$ cat config.mk
export PLATFORM = sky130hd
export DESIGN_NAME = rotary_knob_cc_generator_unit
export DESIGN_NICKNAME = d
export VERILOG_FILES = /design/src/hdl/rkcc_pkg.sv /design/src/hdl/rkcc_front.sv /design/src/hdl/rkcc_cmd_queue.sv /design/src/hdl/rkcc_back.sv /design/src/hdl/rkcc_emit.sv /design/src/hdl/rotary_knob_cc_generator_unit.sv
export VERILOG_INCLUDE_DIRS = /design/src /design/src/hdl
export SDC_FILE = /design/constraint.sdc
export NUM_CORES = 1
export LEC_CHECK = 0
export BUFFER_PORTS_ARGS = -buffer_cell sky130_fd_sc_hd__buf_2
export CORE_AREA = 2 2 186 188
export DETAILED_ROUTE_END_ITERATION = 10
export DIE_AREA = 0 0 188 190
export PLACE_DENSITY = 0.82
export SETUP_SLACK_MARGIN = 0.15
export SYNTH_ARGS = -nofsm -noshare
export SYNTH_HDL_FRONTEND = slang
export SYNTH_HIERARCHICAL = 1
export SYNTH_SLANG_ARGS = --single-unit
export TNS_END_PERCENT = 1
$ cat constraint.sdc
create_clock -name clock -period 8.3 [get_ports clock]
set_input_delay 0.415 -clock clock [delete_from_list [all_inputs] [get_ports clock]]
set_output_delay 0.415 -clock clock [all_outputs]
set_load 0.02 [all_outputs]
$ cat src/hdl/rotary_knob_cc_generator_unit_assert.svh
// Assertion macros shared by the rotary knob CC generator RTL.
// Depends on nothing; included by the modules that carry assertions.
`ifndef ROTARY_KNOB_CC_GENERATOR_UNIT_ASSERT_SVH
`define ROTARY_KNOB_CC_GENERATOR_UNIT_ASSERT_SVH

// Condition must hold at every clock edge outside reset.
`define RKCC_ASSERT_ALWAYS(label, clk, rst, cond) \
   label: assert property (@(posedge clk) disable iff (rst) (cond)) \
      else $error("rkcc invariant violated");

// Antecedent implies consequent in the same cycle.
`define RKCC_ASSERT_IMPLIES(label, clk, rst, ante, cons) \
   label: assert property (@(posedge clk) disable iff (rst) (ante) |-> (cons)) \
      else $error("rkcc implication violated");

// Antecedent implies consequent in the following cycle.
`define RKCC_ASSERT_NEXT(label, clk, rst, ante, cons) \
   label: assert property (@(posedge clk) disable iff (rst) (ante) |=> (cons)) \
      else $error("rkcc next-cycle check violated");

`endif

$ cat src/hdl/rkcc_pkg.sv
// Shared types and constants for the rotary knob CC generator.
// Depends on nothing; imported by every module of the block.
`default_nettype none

package rkcc_pkg;

   // Configuration port geometry
   localparam int CSR_IDX_W  = 3;
   localparam int CSR_DATA_W = 14;

   localparam logic [CSR_IDX_W-1:0] CSR_MODE_FLAGS     = 3'd0;
   localparam logic [CSR_IDX_W-1:0] CSR_STEP_NARROW    = 3'd1;
   localparam logic [CSR_IDX_W-1:0] CSR_STEP_WIDE      = 3'd2;
   localparam logic [CSR_IDX_W-1:0] CSR_ZERO_POINT     = 3'd3;
   localparam logic [CSR_IDX_W-1:0] CSR_ROTARY_CHANNEL = 3'd4;
   localparam logic [CSR_IDX_W-1:0] CSR_CONTROL_MSB    = 3'd5;
   localparam logic [CSR_IDX_W-1:0] CSR_CONTROL_LSB    = 3'd6;
   localparam logic [CSR_IDX_W-1:0] CSR_ACCELERATION   = 3'd7;

   // Mode flag bit positions
   localparam int FLAG_REVERSE     = 0;
   localparam int FLAG_EXTENDED    = 1;
   localparam int FLAG_RELATIVE    = 2;
   localparam int FLAG_FLASH_ROT   = 3;
   localparam int FLAG_FLASH_LIMIT = 4;

   // Request command codes
   localparam logic [1:0] CMD_ROTATE = 2'd0;
   localparam logic [1:0] CMD_TICK   = 2'd1;
   localparam logic [1:0] CMD_CC     = 2'd2;

   localparam logic [1:0] DIR_PLUS  = 2'b01;
   localparam logic [1:0] DIR_MINUS = 2'b11;

   localparam logic [7:0]  CC_STATUS_MASK = 8'hB0;
   localparam logic [3:0]  CC_PACKET_CODE = 4'hB;
   localparam logic [13:0] LIMIT_WIDE     = 14'h3fff;
   localparam logic [13:0] LIMIT_NARROW   = 14'h007f;
   localparam logic [5:0]  DECAY_PERIOD   = 6'd50;

   // Product of step (14 bits) and velocity+1 (15 bits)
   localparam int PROD_W = 29;

   // Command queue between front and back; depth is a power of two
   localparam int CMDQ_DEPTH = 4;
   localparam int CMDQ_AW    = $clog2(CMDQ_DEPTH);
   localparam int CMDQ_CW    = $clog2(CMDQ_DEPTH + 1);

   // Result record queue in front of the packet serializer; power of two
   localparam int RECQ_DEPTH = 2;
   localparam int RECQ_AW    = $clog2(RECQ_DEPTH);
   localparam int RECQ_CW    = $clog2(RECQ_DEPTH + 1);

   typedef enum logic [2:0] {
      OP_ROTATE,
      OP_TICK,
      OP_LOAD_NARROW,
      OP_LOAD_HIGH,
      OP_LOAD_LOW
   } op_type;

   typedef struct packed {
      op_type     op;
      logic       neg;
      logic [6:0] data;
   } cmd_type;

   typedef struct packed {
      logic [4:0]  mode_flags;
      logic [6:0]  step_narrow;
      logic [13:0] step_wide;
      logic [6:0]  zero_point;
      logic [3:0]  rotary_channel;
      logic [6:0]  control_msb;
      logic [6:0]  control_lsb;
      logic [7:0]  acceleration;
   } cfg_type;

   localparam cfg_type CFG_RESET = '{
      mode_flags:     5'd0,
      step_narrow:    7'd1,
      step_wide:      14'd1,
      zero_point:     7'd64,
      rotary_channel: 4'd0,
      control_msb:    7'd7,
      control_lsb:    7'd39,
      acceleration:   8'd0
   };

   // One rotate outcome: one packet, or MSB then LSB
   typedef struct packed {
      logic [6:0] first;
      logic [6:0] second;
      logic       two;
      logic       flash;
   } rec_type;

endpackage

`default_nettype wire

$ cat src/hdl/rkcc_front.sv
// Request front end: acceptance and classification into queue commands.
// Depends on rkcc_pkg.
`default_nettype none

module rkcc_front
   import rkcc_pkg::*;
(
   input  var cfg_type           cfg,
   input  var logic              req_push,
   output var logic              req_full,
   input  var logic [1:0]        req_command,
   input  var logic signed [1:0] req_direction,
   input  var logic [7:0]        req_cc_status,
   input  var logic [6:0]        req_cc_number,
   input  var logic [6:0]        req_cc_value,
   input  var logic              cmdq_full,
   output var logic              cmdq_push,
   output var cmd_type           cmdq_data
);

   logic keep;
   logic chan_hit;
   logic ext;

   assign ext      = cfg.mode_flags[FLAG_EXTENDED];
   assign chan_hit = ((req_cc_status & CC_STATUS_MASK) == CC_STATUS_MASK)
                     && (req_cc_status[3:0] == cfg.rotary_channel);

   always_comb begin
      keep         = 1'b0;
      cmdq_data.op = OP_TICK;
      // Step goes down only when the effective direction is plus one
      cmdq_data.neg  = cfg.mode_flags[FLAG_REVERSE]
                       ? (req_direction == DIR_PLUS)
                       : (req_direction == DIR_MINUS);
      cmdq_data.data = req_cc_value;
      case (req_command)
         CMD_ROTATE: begin
            keep         = 1'b1;
            cmdq_data.op = OP_ROTATE;
         end
         CMD_TICK: begin
            keep         = 1'b1;
            cmdq_data.op = OP_TICK;
         end
         CMD_CC: begin
            if (chan_hit) begin
               if (ext) begin
                  if (req_cc_number == cfg.control_msb) begin
                     keep         = 1'b1;
                     cmdq_data.op = OP_LOAD_HIGH;
                  end else if (req_cc_number == cfg.control_lsb) begin
                     keep         = 1'b1;
                     cmdq_data.op = OP_LOAD_LOW;
                  end
               end else if (req_cc_number == cfg.control_msb) begin
                  keep         = 1'b1;
                  cmdq_data.op = OP_LOAD_NARROW;
               end
            end
         end
         default: begin
            keep = 1'b0;
         end
      endcase
   end

   // Drop requests that change nothing; they are still accepted
   assign req_full  = cmdq_full;
   assign cmdq_push = req_push && !cmdq_full && keep;

endmodule

`default_nettype wire

$ cat src/hdl/rkcc_cmd_queue.sv
// Short command queue that decouples the front end from the execution back end.
// Depends on rkcc_pkg.
`default_nettype none
`include "rotary_knob_cc_generator_unit_assert.svh"

module rkcc_cmd_queue
   import rkcc_pkg::*;
(
   input  var logic    clock,
   input  var logic    reset,
   input  var logic    push,
   input  var cmd_type push_data,
   output var logic    full,
   input  var logic    pop,
   output var cmd_type pop_data,
   output var logic    empty
);

   localparam logic [CMDQ_CW-1:0] COUNT_FULL = CMDQ_CW'(CMDQ_DEPTH);

   cmd_type              mem_ff [CMDQ_DEPTH];
   logic [CMDQ_AW-1:0]   wr_ptr_ff, wr_ptr_in;
   logic [CMDQ_AW-1:0]   rd_ptr_ff, rd_ptr_in;
   logic [CMDQ_CW-1:0]   count_ff, count_in;

   assign full     = (count_ff == COUNT_FULL);
   assign empty    = (count_ff == '0);
   assign pop_data = mem_ff[rd_ptr_ff];

   always_comb begin
      wr_ptr_in = wr_ptr_ff;
      rd_ptr_in = rd_ptr_ff;
      count_in  = count_ff;
      if (push) begin
         wr_ptr_in = wr_ptr_ff + 1'b1;
      end
      if (pop) begin
         rd_ptr_in = rd_ptr_ff + 1'b1;
      end
      if (push && !pop) begin
         count_in = count_ff + 1'b1;
      end else if (pop && !push) begin
         count_in = count_ff - 1'b1;
      end
   end

   always_ff @(posedge clock) begin
      if (reset) begin
         wr_ptr_ff <= '0;
         rd_ptr_ff <= '0;
         count_ff  <= '0;
      end else begin
         wr_ptr_ff <= wr_ptr_in;
         rd_ptr_ff <= rd_ptr_in;
         count_ff  <= count_in;
      end
   end

   always_ff @(posedge clock) begin
      if (push) begin
         mem_ff[wr_ptr_ff] <= push_data;
      end
   end

   `RKCC_ASSERT_ALWAYS(a_cmdq_bound, clock, reset, count_ff <= COUNT_FULL)

endmodule

`default_nettype wire

$ cat src/hdl/rkcc_back.sv
// Execution back end: velocity, decay, multiply stage and value update.
// Depends on rkcc_pkg.
`default_nettype none
`include "rotary_knob_cc_generator_unit_assert.svh"

module rkcc_back
   import rkcc_pkg::*;
(
   input  var logic    clock,
   input  var logic    reset,
   input  var cfg_type cfg,
   input  var cmd_type cmd,
   input  var logic    cmd_empty,
   output var logic    cmd_pop,
   input  var logic    rec_full,
   output var logic    rec_push,
   output var rec_type rec
);

   logic ext;
   logic relative;
   logic [13:0] lim;

   logic [13:0] velocity_ff, velocity_in;
   logic [5:0]  decay_ff, decay_in;
   logic [6:0]  value_narrow_ff, value_narrow_in;
   logic [13:0] value_wide_ff, value_wide_in;

   logic              s1_valid_ff, s1_valid_in;
   op_type            s1_op_ff;
   logic              s1_neg_ff;
   logic [6:0]        s1_data_ff;
   logic [PROD_W-1:0] s1_prod_ff;

   logic              s1_fire;
   logic              s1_free;

   logic [13:0]       step;
   logic [14:0]       vel_plus;
   logic [PROD_W-1:0] prod;
   logic [14:0]       vel_sum;
   logic [13:0]       vel_sat;
   logic [5:0]        decay_next;

   logic [13:0]       cur;
   logic [PROD_W:0]   sum;
   logic              under;
   logic              over;
   logic [13:0]       diff;
   logic [13:0]       clamp;
   logic              hit;
   logic [6:0]        rel_data;
   logic              narrow_rotate;

   assign ext      = cfg.mode_flags[FLAG_EXTENDED];
   assign relative = cfg.mode_flags[FLAG_RELATIVE];
   assign lim      = ext ? LIMIT_WIDE : LIMIT_NARROW;

   // Stage 2 retires when it needs no record slot or one is free
   assign s1_fire = s1_valid_ff && ((s1_op_ff != OP_ROTATE) || !rec_full);
   assign s1_free = !s1_valid_ff || s1_fire;
   assign cmd_pop = !cmd_empty && s1_free;

   // Stage 1: step times velocity+1, velocity and decay bookkeeping
   assign step       = ext ? cfg.step_wide : {7'd0, cfg.step_narrow};
   assign vel_plus   = {1'b0, velocity_ff} + 15'd1;
   assign prod       = {15'd0, step} * {14'd0, vel_plus};
   assign vel_sum    = {1'b0, velocity_ff} + {7'd0, cfg.acceleration};
   assign vel_sat    = (vel_sum >= {1'b0, lim}) ? lim : vel_sum[13:0];
   assign decay_next = decay_ff + 6'd1;

   always_comb begin
      velocity_in = velocity_ff;
      decay_in    = decay_ff;
      if (cmd_pop) begin
         case (cmd.op)
            OP_ROTATE: begin
               velocity_in = vel_sat;
               decay_in    = '0;
            end
            OP_TICK: begin
               if (decay_next == DECAY_PERIOD) begin
                  decay_in    = '0;
                  velocity_in = velocity_ff >> 1;
               end else begin
                  decay_in = decay_next;
               end
            end
            default: begin
               velocity_in = velocity_ff;
            end
         endcase
      end
   end

   always_comb begin
      s1_valid_in = s1_valid_ff;
      if (cmd_pop) begin
         s1_valid_in = (cmd.op != OP_TICK);
      end else if (s1_fire) begin
         s1_valid_in = 1'b0;
      end
   end

   // Stage 2: clamp against the stored value, or wrap around the zero point
   assign cur      = ext ? value_wide_ff : {7'd0, value_narrow_ff};
   assign sum      = {16'd0, cur} + {1'b0, s1_prod_ff};
   assign under    = s1_prod_ff > {15'd0, cur};
   assign over     = sum > {16'd0, lim};
   assign diff     = cur - s1_prod_ff[13:0];
   assign rel_data = s1_neg_ff ? (cfg.zero_point - s1_prod_ff[6:0])
                               : (cfg.zero_point + s1_prod_ff[6:0]);

   always_comb begin
      if (s1_neg_ff) begin
         clamp = under ? 14'd0 : diff;
         hit   = under;
      end else begin
         clamp = over ? lim : sum[13:0];
         hit   = over;
      end
   end

   always_comb begin
      rec.second = clamp[6:0];
      if (relative) begin
         rec.first = rel_data;
         rec.two   = 1'b0;
         rec.flash = cfg.mode_flags[FLAG_FLASH_ROT];
      end else begin
         rec.first = ext ? clamp[13:7] : clamp[6:0];
         rec.two   = ext;
         rec.flash = cfg.mode_flags[FLAG_FLASH_ROT]
                     || (hit && cfg.mode_flags[FLAG_FLASH_LIMIT]);
      end
   end

   assign rec_push = s1_valid_ff && (s1_op_ff == OP_ROTATE) && !rec_full;

   always_comb begin
      value_narrow_in = value_narrow_ff;
      value_wide_in   = value_wide_ff;
      if (s1_fire) begin
         case (s1_op_ff)
            OP_ROTATE: begin
               if (!relative) begin
                  if (ext) begin
                     value_wide_in = clamp;
                  end else begin
                     value_narrow_in = clamp[6:0];
                  end
               end
            end
            OP_LOAD_NARROW: begin
               value_narrow_in = s1_data_ff;
            end
            OP_LOAD_HIGH: begin
               value_wide_in = {s1_data_ff, value_wide_ff[6:0]};
            end
            OP_LOAD_LOW: begin
               value_wide_in = {value_wide_ff[13:7], s1_data_ff};
            end
            default: begin
               value_wide_in = value_wide_ff;
            end
         endcase
      end
   end

   always_ff @(posedge clock) begin
      if (reset) begin
         velocity_ff     <= '0;
         decay_ff        <= '0;
         value_narrow_ff <= '0;
         value_wide_ff   <= '0;
         s1_valid_ff     <= 1'b0;
      end else begin
         velocity_ff     <= velocity_in;
         decay_ff        <= decay_in;
         value_narrow_ff <= value_narrow_in;
         value_wide_ff   <= value_wide_in;
         s1_valid_ff     <= s1_valid_in;
      end
   end

   always_ff @(posedge clock) begin
      if (cmd_pop) begin
         s1_op_ff   <= cmd.op;
         s1_neg_ff  <= cmd.neg;
         s1_data_ff <= cmd.data;
         s1_prod_ff <= prod;
      end
   end

   assign narrow_rotate = cmd_pop && (cmd.op == OP_ROTATE) && !ext;

   `RKCC_ASSERT_NEXT(a_vel_narrow, clock, reset, narrow_rotate, velocity_ff <= LIMIT_NARROW)

endmodule

`default_nettype wire

$ cat src/hdl/rkcc_emit.sv
// Result record queue and packet serializer (MSB then LSB in 14-bit absolute mode).
// Depends on rkcc_pkg.
`default_nettype none
`include "rotary_knob_cc_generator_unit_assert.svh"

module rkcc_emit
   import rkcc_pkg::*;
(
   input  var logic       clock,
   input  var logic       reset,
   input  var cfg_type    cfg,
   input  var logic       rec_push,
   input  var rec_type    rec,
   output var logic       rec_full,
   output var logic       rsp_empty,
   input  var logic       rsp_pop,
   output var logic [3:0] rsp_packet_header,
   output var logic [7:0] rsp_status_byte,
   output var logic [6:0] rsp_controller,
   output var logic [6:0] rsp_data_value,
   output var logic       rsp_last,
   output var logic       rsp_blink
);

   localparam logic [RECQ_CW-1:0] COUNT_FULL = RECQ_CW'(RECQ_DEPTH);

   rec_type            mem_ff [RECQ_DEPTH];
   logic [RECQ_AW-1:0] wr_ptr_ff, wr_ptr_in;
   logic [RECQ_AW-1:0] rd_ptr_ff, rd_ptr_in;
   logic [RECQ_CW-1:0] count_ff, count_in;
   logic               half_ff, half_in;
   rec_type            head;
   logic               pop_ok;
   logic               deq;

   assign head      = mem_ff[rd_ptr_ff];
   assign rec_full  = (count_ff == COUNT_FULL);
   assign rsp_empty = (count_ff == '0);
   assign pop_ok    = rsp_pop && !rsp_empty;
   // Retire the record after its final packet
   assign deq       = pop_ok && (!head.two || half_ff);

   always_comb begin
      wr_ptr_in = wr_ptr_ff;
      rd_ptr_in = rd_ptr_ff;
      count_in  = count_ff;
      half_in   = half_ff;
      if (rec_push) begin
         wr_ptr_in = wr_ptr_ff + 1'b1;
      end
      if (deq) begin
         rd_ptr_in = rd_ptr_ff + 1'b1;
      end
      if (rec_push && !deq) begin
         count_in = count_ff + 1'b1;
      end else if (deq && !rec_push) begin
         count_in = count_ff - 1'b1;
      end
      if (pop_ok) begin
         half_in = head.two && !half_ff;
      end
   end

   always_ff @(posedge clock) begin
      if (reset) begin
         wr_ptr_ff <= '0;
         rd_ptr_ff <= '0;
         count_ff  <= '0;
         half_ff   <= 1'b0;
      end else begin
         wr_ptr_ff <= wr_ptr_in;
         rd_ptr_ff <= rd_ptr_in;
         count_ff  <= count_in;
         half_ff   <= half_in;
      end
   end

   always_ff @(posedge clock) begin
      if (rec_push) begin
         mem_ff[wr_ptr_ff] <= rec;
      end
   end

   assign rsp_packet_header = CC_PACKET_CODE;
   assign rsp_status_byte   = CC_STATUS_MASK | {4'd0, cfg.rotary_channel};
   assign rsp_controller    = half_ff ? cfg.control_lsb : cfg.control_msb;
   assign rsp_data_value    = half_ff ? head.second : head.first;
   assign rsp_last          = !head.two || half_ff;
   assign rsp_blink         = head.flash;

   `RKCC_ASSERT_ALWAYS(a_recq_bound, clock, reset, count_ff <= COUNT_FULL)
   `RKCC_ASSERT_IMPLIES(a_half_valid, clock, reset, half_ff, !rsp_empty && head.two)

endmodule

`default_nettype wire

$ cat src/hdl/rotary_knob_cc_generator_unit.sv
// Rotary knob CC generator top: registers, front, queue, back, emitter; uses rkcc_pkg.
// A rotate request is registered in the command queue, stage 1 and the record queue.
// Throughput: one request per cycle while req_full is low; a 14-bit absolute rotate
//   takes two pops of the result port (MSB then LSB).
// Reset: synchronous, active high; clears queues and knob state and restores
//   register defaults. No clearing pass.
`default_nettype none

module rotary_knob_cc_generator_unit
   import rkcc_pkg::*;
(
   input  var logic                  clock,
   input  var logic                  reset,
   // Request channel
   input  var logic                  req_push,
   output var logic                  req_full,
   input  var logic [1:0]            req_command,
   input  var logic signed [1:0]     req_direction,
   input  var logic [7:0]            req_cc_status,
   input  var logic [6:0]            req_cc_number,
   input  var logic [6:0]            req_cc_value,
   // Result channel
   output var logic                  rsp_empty,
   input  var logic                  rsp_pop,
   output var logic [3:0]            rsp_packet_header,
   output var logic [7:0]            rsp_status_byte,
   output var logic [6:0]            rsp_controller,
   output var logic [6:0]            rsp_data_value,
   output var logic                  rsp_last,
   output var logic                  rsp_blink,
   // Register write port
   input  var logic                  csr_write,
   input  var logic [CSR_IDX_W-1:0]  csr_index,
   input  var logic [CSR_DATA_W-1:0] csr_data
);

   cfg_type cfg_ff, cfg_in;

   logic    cmdq_push;
   cmd_type cmdq_wdata;
   logic    cmdq_full;
   logic    cmdq_pop;
   cmd_type cmdq_rdata;
   logic    cmdq_empty;

   logic    rec_push;
   rec_type rec;
   logic    rec_full;

   // Register file: update the addressed field, hold the rest
   always_comb begin
      cfg_in = cfg_ff;
      if (csr_write) begin
         case (csr_index)
            CSR_MODE_FLAGS:     cfg_in.mode_flags     = csr_data[4:0];
            CSR_STEP_NARROW:    cfg_in.step_narrow    = csr_data[6:0];
            CSR_STEP_WIDE:      cfg_in.step_wide      = csr_data[13:0];
            CSR_ZERO_POINT:     cfg_in.zero_point     = csr_data[6:0];
            CSR_ROTARY_CHANNEL: cfg_in.rotary_channel = csr_data[3:0];
            CSR_CONTROL_MSB:    cfg_in.control_msb    = csr_data[6:0];
            CSR_CONTROL_LSB:    cfg_in.control_lsb    = csr_data[6:0];
            CSR_ACCELERATION:   cfg_in.acceleration   = csr_data[7:0];
            default:            cfg_in = cfg_ff;
         endcase
      end
   end

   always_ff @(posedge clock) begin
      if (reset) begin
         cfg_ff <= CFG_RESET;
      end else begin
         cfg_ff <= cfg_in;
      end
   end

   // Front: decode requests, drop the ones that change nothing
   rkcc_front u_front (
      .cfg           (cfg_ff),
      .req_push      (req_push),
      .req_full      (req_full),
      .req_command   (req_command),
      .req_direction (req_direction),
      .req_cc_status (req_cc_status),
      .req_cc_number (req_cc_number),
      .req_cc_value  (req_cc_value),
      .cmdq_full     (cmdq_full),
      .cmdq_push     (cmdq_push),
      .cmdq_data     (cmdq_wdata)
   );

   // Decouple acceptance from execution
   rkcc_cmd_queue u_cmd_queue (
      .clock     (clock),
      .reset     (reset),
      .push      (cmdq_push),
      .push_data (cmdq_wdata),
      .full      (cmdq_full),
      .pop       (cmdq_pop),
      .pop_data  (cmdq_rdata),
      .empty     (cmdq_empty)
   );

   // Back: multiply in one stage, clamp and update value in the next
   rkcc_back u_back (
      .clock     (clock),
      .reset     (reset),
      .cfg       (cfg_ff),
      .cmd       (cmdq_rdata),
      .cmd_empty (cmdq_empty),
      .cmd_pop   (cmdq_pop),
      .rec_full  (rec_full),
      .rec_push  (rec_push),
      .rec       (rec)
   );

   // Split each rotate outcome into one or two CC packets
   rkcc_emit u_emit (
      .clock             (clock),
      .reset             (reset),
      .cfg               (cfg_ff),
      .rec_push          (rec_push),
      .rec               (rec),
      .rec_full          (rec_full),
      .rsp_empty         (rsp_empty),
      .rsp_pop           (rsp_pop),
      .rsp_packet_header (rsp_packet_header),
      .rsp_status_byte   (rsp_status_byte),
      .rsp_controller    (rsp_controller),
      .rsp_data_value    (rsp_data_value),
      .rsp_last          (rsp_last),
      .rsp_blink         (rsp_blink)
   );

endmodule

`default_nettype wire

==> results.txt <==
- For this run, asynchronously set or reset flops after synthesis account for 0%.
* Status: completed
- Global-route usage over all layers: 30.7%
* Mean routed wirelength per cell: 19.7 um
- Counting flops and latches in the post-synthesis netlist gives 232.
- Pin count of the biggest net entering global routing: 83
* Leading post-synthesis cells by cell area: sky130_fd_sc_hd__edfxtp_1, sky130_fd_sc_hd__fa_1, sky130_fd_sc_hd__dfxtp_1
* Power share of the sequential group: 37.1%
* TritonCTS clock tree: done
* Biggest area consumer among synthesized cells: sky130_fd_sc_hd__edfxtp_1
- Warnings, synthesis: 6
* Max stage delay on crit path: 0.66 ns
- Synth cell count leaders: sky130_fd_sc_hd__inv_1, sky130_fd_sc_hd__nor2_1, sky130_fd_sc_hd__nand2_1, sky130_fd_sc_hd__ha_1, sky130_fd_sc_hd__fa_1
* Post-synth EDFFs: 116
* Number of antenna violations at the first check in global routing: 0
- Most frequent cell after synthesis: sky130_fd_sc_hd__inv_1
- Setup TNS Final: 0 ns
* Hold violation count in the final report: 0
- CTS sink cnt: 232
* Number of library cell types mapped by synthesis: 107
- In this run the tool buffered the top-level ports with 68 buffer cells.
- Max clock buf depth: 3
- Net switching is 40.6% of the power.
- Clock tree synthesis inserted a total of 25 buffers.
- Static leakage: 10.3 nW
- After synthesis, the largest area contributor takes up 16.4% of total cell area.
- The most used flip-flop cell after synthesis is sky130_fd_sc_hd__edfxtp_1.
- The routed layout has 16934 vias.
* Reg2Reg Setup Slack: 0.55 ns
* Number of global-route vias before repair: 17092
- Design Area, Final: 22700 um2
- Layout Cells excl Fill: 2764
- Worst hold-check slack: 0.102 ns
* H-tree level count: 1
* Mean instance size in the synthesized netlist: 9.35 um2
- Number of max-cap violations: 0
- Int Pwr: 0.00278 W
- Number of setup violations in the final report: 0
- At the worst endpoint, the required time is 8.66 ns.
- The first routing iteration left 1654 violations.
* Final worst path period need: 7.75 ns
- Max_slew headroom: 25.1%
- Clock transition at the register clock pins on the worst setup and hold paths after CTS: 0.06 ns
* Placed cell count: 2718
- VDD sags by at most 0.186 mV.
- Layout cell share with drive strength beyond 1: 8.92%
* Area of the die: 35700 um2
- The root buffer cell chosen for the clock tree is sky130_fd_sc_hd__clkbuf_16.
* Combinational share of power: 39.3%
- Num rows: 68
- Core ar.: 33900 um2
* FMAX: 0.129 GHz
- Setup repair after global routing could not meet its margin everywhere.
- Detailed placement ended at an HPWL of 41.5 mm.
* Effective utilization at floorplan: 62.6%
* Detailed Route WL: 54.4 mm
* Worst setup EP type: flip-flop
* Gate Count Post-Synth: 2275
- Clock Power Share: 23.6%
- Data arrives at the worst endpoint at 8.11 ns.
- STA classifies the critical path startpoint as a flip-flop.
* DRT antenna net count: 0
- In this run the worst path has a maximum fanout of 8.
- Buffering stage count on the worst path with inverters included: 6
- Count of unresolved DRC violations after routing: 0
- For the pin with the worst max-slew slack, the measured transition is 1.12 ns.
- 0 antenna diodes ended up in the layout.
* Post-synth design cell area: 21300 um2
* Worst-path cell with the longest stage delay: sky130_fd_sc_hd__xor2_1
- The min-delay analysis places its worst path in the category in2reg.
- Cell area power density: 206 nW/um2
- Dividing the final minimum period by the clock period gives 93.3%.
* Sequential element share of the synthesized area: 27.3%
- The placed instances occupy a cell area of 21900 um2.
- Routability congestion estimate from global placement: 0.987
- The first global-routing pass estimated 88.0 mm of wire.
* Pre-Repair DR Iteration Count: 10
- The total overflow left after global routing is 0.
- P_sw: 0.00190 W
* Clock insertion delay at the later pin of the skew report: 0.53 ns
- Using the TritonRoute via totals, the vias-per-cell ratio works out to 6.13.
* Final Slew Violations: 0
- Final #Nets: 2669
* Die W: 188 um
* Final setup skew: 0.0163 ns
* Area Growth Syn to Fin: 6.70%
- In this design, the largest share of critical-path delay is due to adder cells.
* Worst setup path category: reg2reg
- I/O pin cnt: 78
- In this run, post-CTS hold repair placed 0 buffers.
- Chip height: 190 um
final timing paths:
check / start / end / depth (start not counted)
worst max-delay path: u_back/velocity_ff[2] / u_back/s1_prod_ff[27] / 28
worst min-delay path: req_cc_value[5] / u_cmd_queue/mem_ff[3][5] / 1
worst max register to register: u_back/velocity_ff[2] / u_back/s1_prod_ff[27] / 28
worst min register to register: u_back/value_narrow_ff[0] / u_back/value_narrow_ff[0] / 2
kinds of logic after synthesis:
| logic type | after synthesis | share of synthesized area [%] |
|---|---|---|
| xor+xnor | 120 | 4.94 |
| buf+inv | 370 | 7.26 |
| fa+ha+maj | 331 | 25.1 |
| flops | 232 | 27.3 |
| compound gates | 368 | 11.7 |
| other cells | 2 | 0.0353 |
| simple gates | 741 | 17.1 |
| mux | 111 | 6.55 |
power groups by stage:
| stage | combinational, W | clock, W | sequential [W] |
|---|---|---|---|
| floorplan | 0.00141 | 0 | 0.00159 |
| global placement | 0.00171 | 0 | 0.00173 |
| detailed placement | 0.00177 | 0 | 0.00174 |
| CTS | 0.00179 | 0.00111 | 0.00172 |
| global route | 0.00198 | 0.00115 | 0.00176 |
| finish | 0.00184 | 0.00110 | 0.00173 |
registers in the layout (all words and copies together), names as in the netlist, 7 cells and up, named ones only:
register                cells
u_back/s1_prod_ff          29
u_back/value_wide_ff       14
u_emit/mem_ff              32
cfg_ff                     59
u_cmd_queue/mem_ff         44
u_back/s1_data_ff           7
u_back/value_narrow_ff      7
u_back/velocity_ff         14
worst reg2reg max path, delay by kind of cell (launching register included):
family | cells | cell delay [ns]
and+or+nand+nor | 6 | 0.91
AOI/OAI and AO/OA | 8 | 1.77
DFF | 1 | 0.51
buffers and inverters | 6 | 0.30
adders and majority gates | 7 | 3.43
xor gates and xnor gates | 1 | 0.66
final cells by class:
type | instances | area [um2]
Inverter | 258 | 968
Tap cell | 455 | 569
Timing Repair Buffer | 94 | 538
Clock buffer | 34 | 719
Multi-Input combinational cell | 1679 | 14000
Sequential cell | 232 | 5810
Clock inverter | 12 | 108
Fill cell | 2628 | 11300
stage by stage:
stage	util (%)	worst slack, ns	power [W]
2_1_floorplan	-	1.11	0.00300
3_3_place_gp	64.4	0.661	0.00344
3_5_place_dp	64.4	0.521	0.00351
4_1_cts	66.8	0.474	0.00463
5_1_grt	66.8	0.102	0.00489
6_report	66.8	0.553	0.00468
layer usage:
metal	up-vias	wire, um	GRT usage [%]
li1	7757	-	-
met1	8237	22000	38.9
met2	764	26100	53.2
met3	176	3910	4.19
met4	0	2420	12.6
met5	-	0	0
cell usage in the layout (no fill, tap or decap), drive strengths merged, types with 45 or more instances in the layout:
| cell | count |
|---|---|
| dfxtp | 116 |
| nor2 | 215 |
| mux2i | 77 |
| nand2b | 87 |
| nand2 | 206 |
| buf | 94 |
| a21oi | 88 |
| edfxtp | 116 |
| o21ai | 79 |
| ha | 173 |
| fa | 158 |
| inv | 261 |
| xnor2 | 88 |
| nand3 | 45 |
timing repair:
item	CTS	global route
buffers inserted	0	0
gates resized for setup	0	3
endpoints found under the setup margin	0	4
Power figures use the tool's default switching activity.
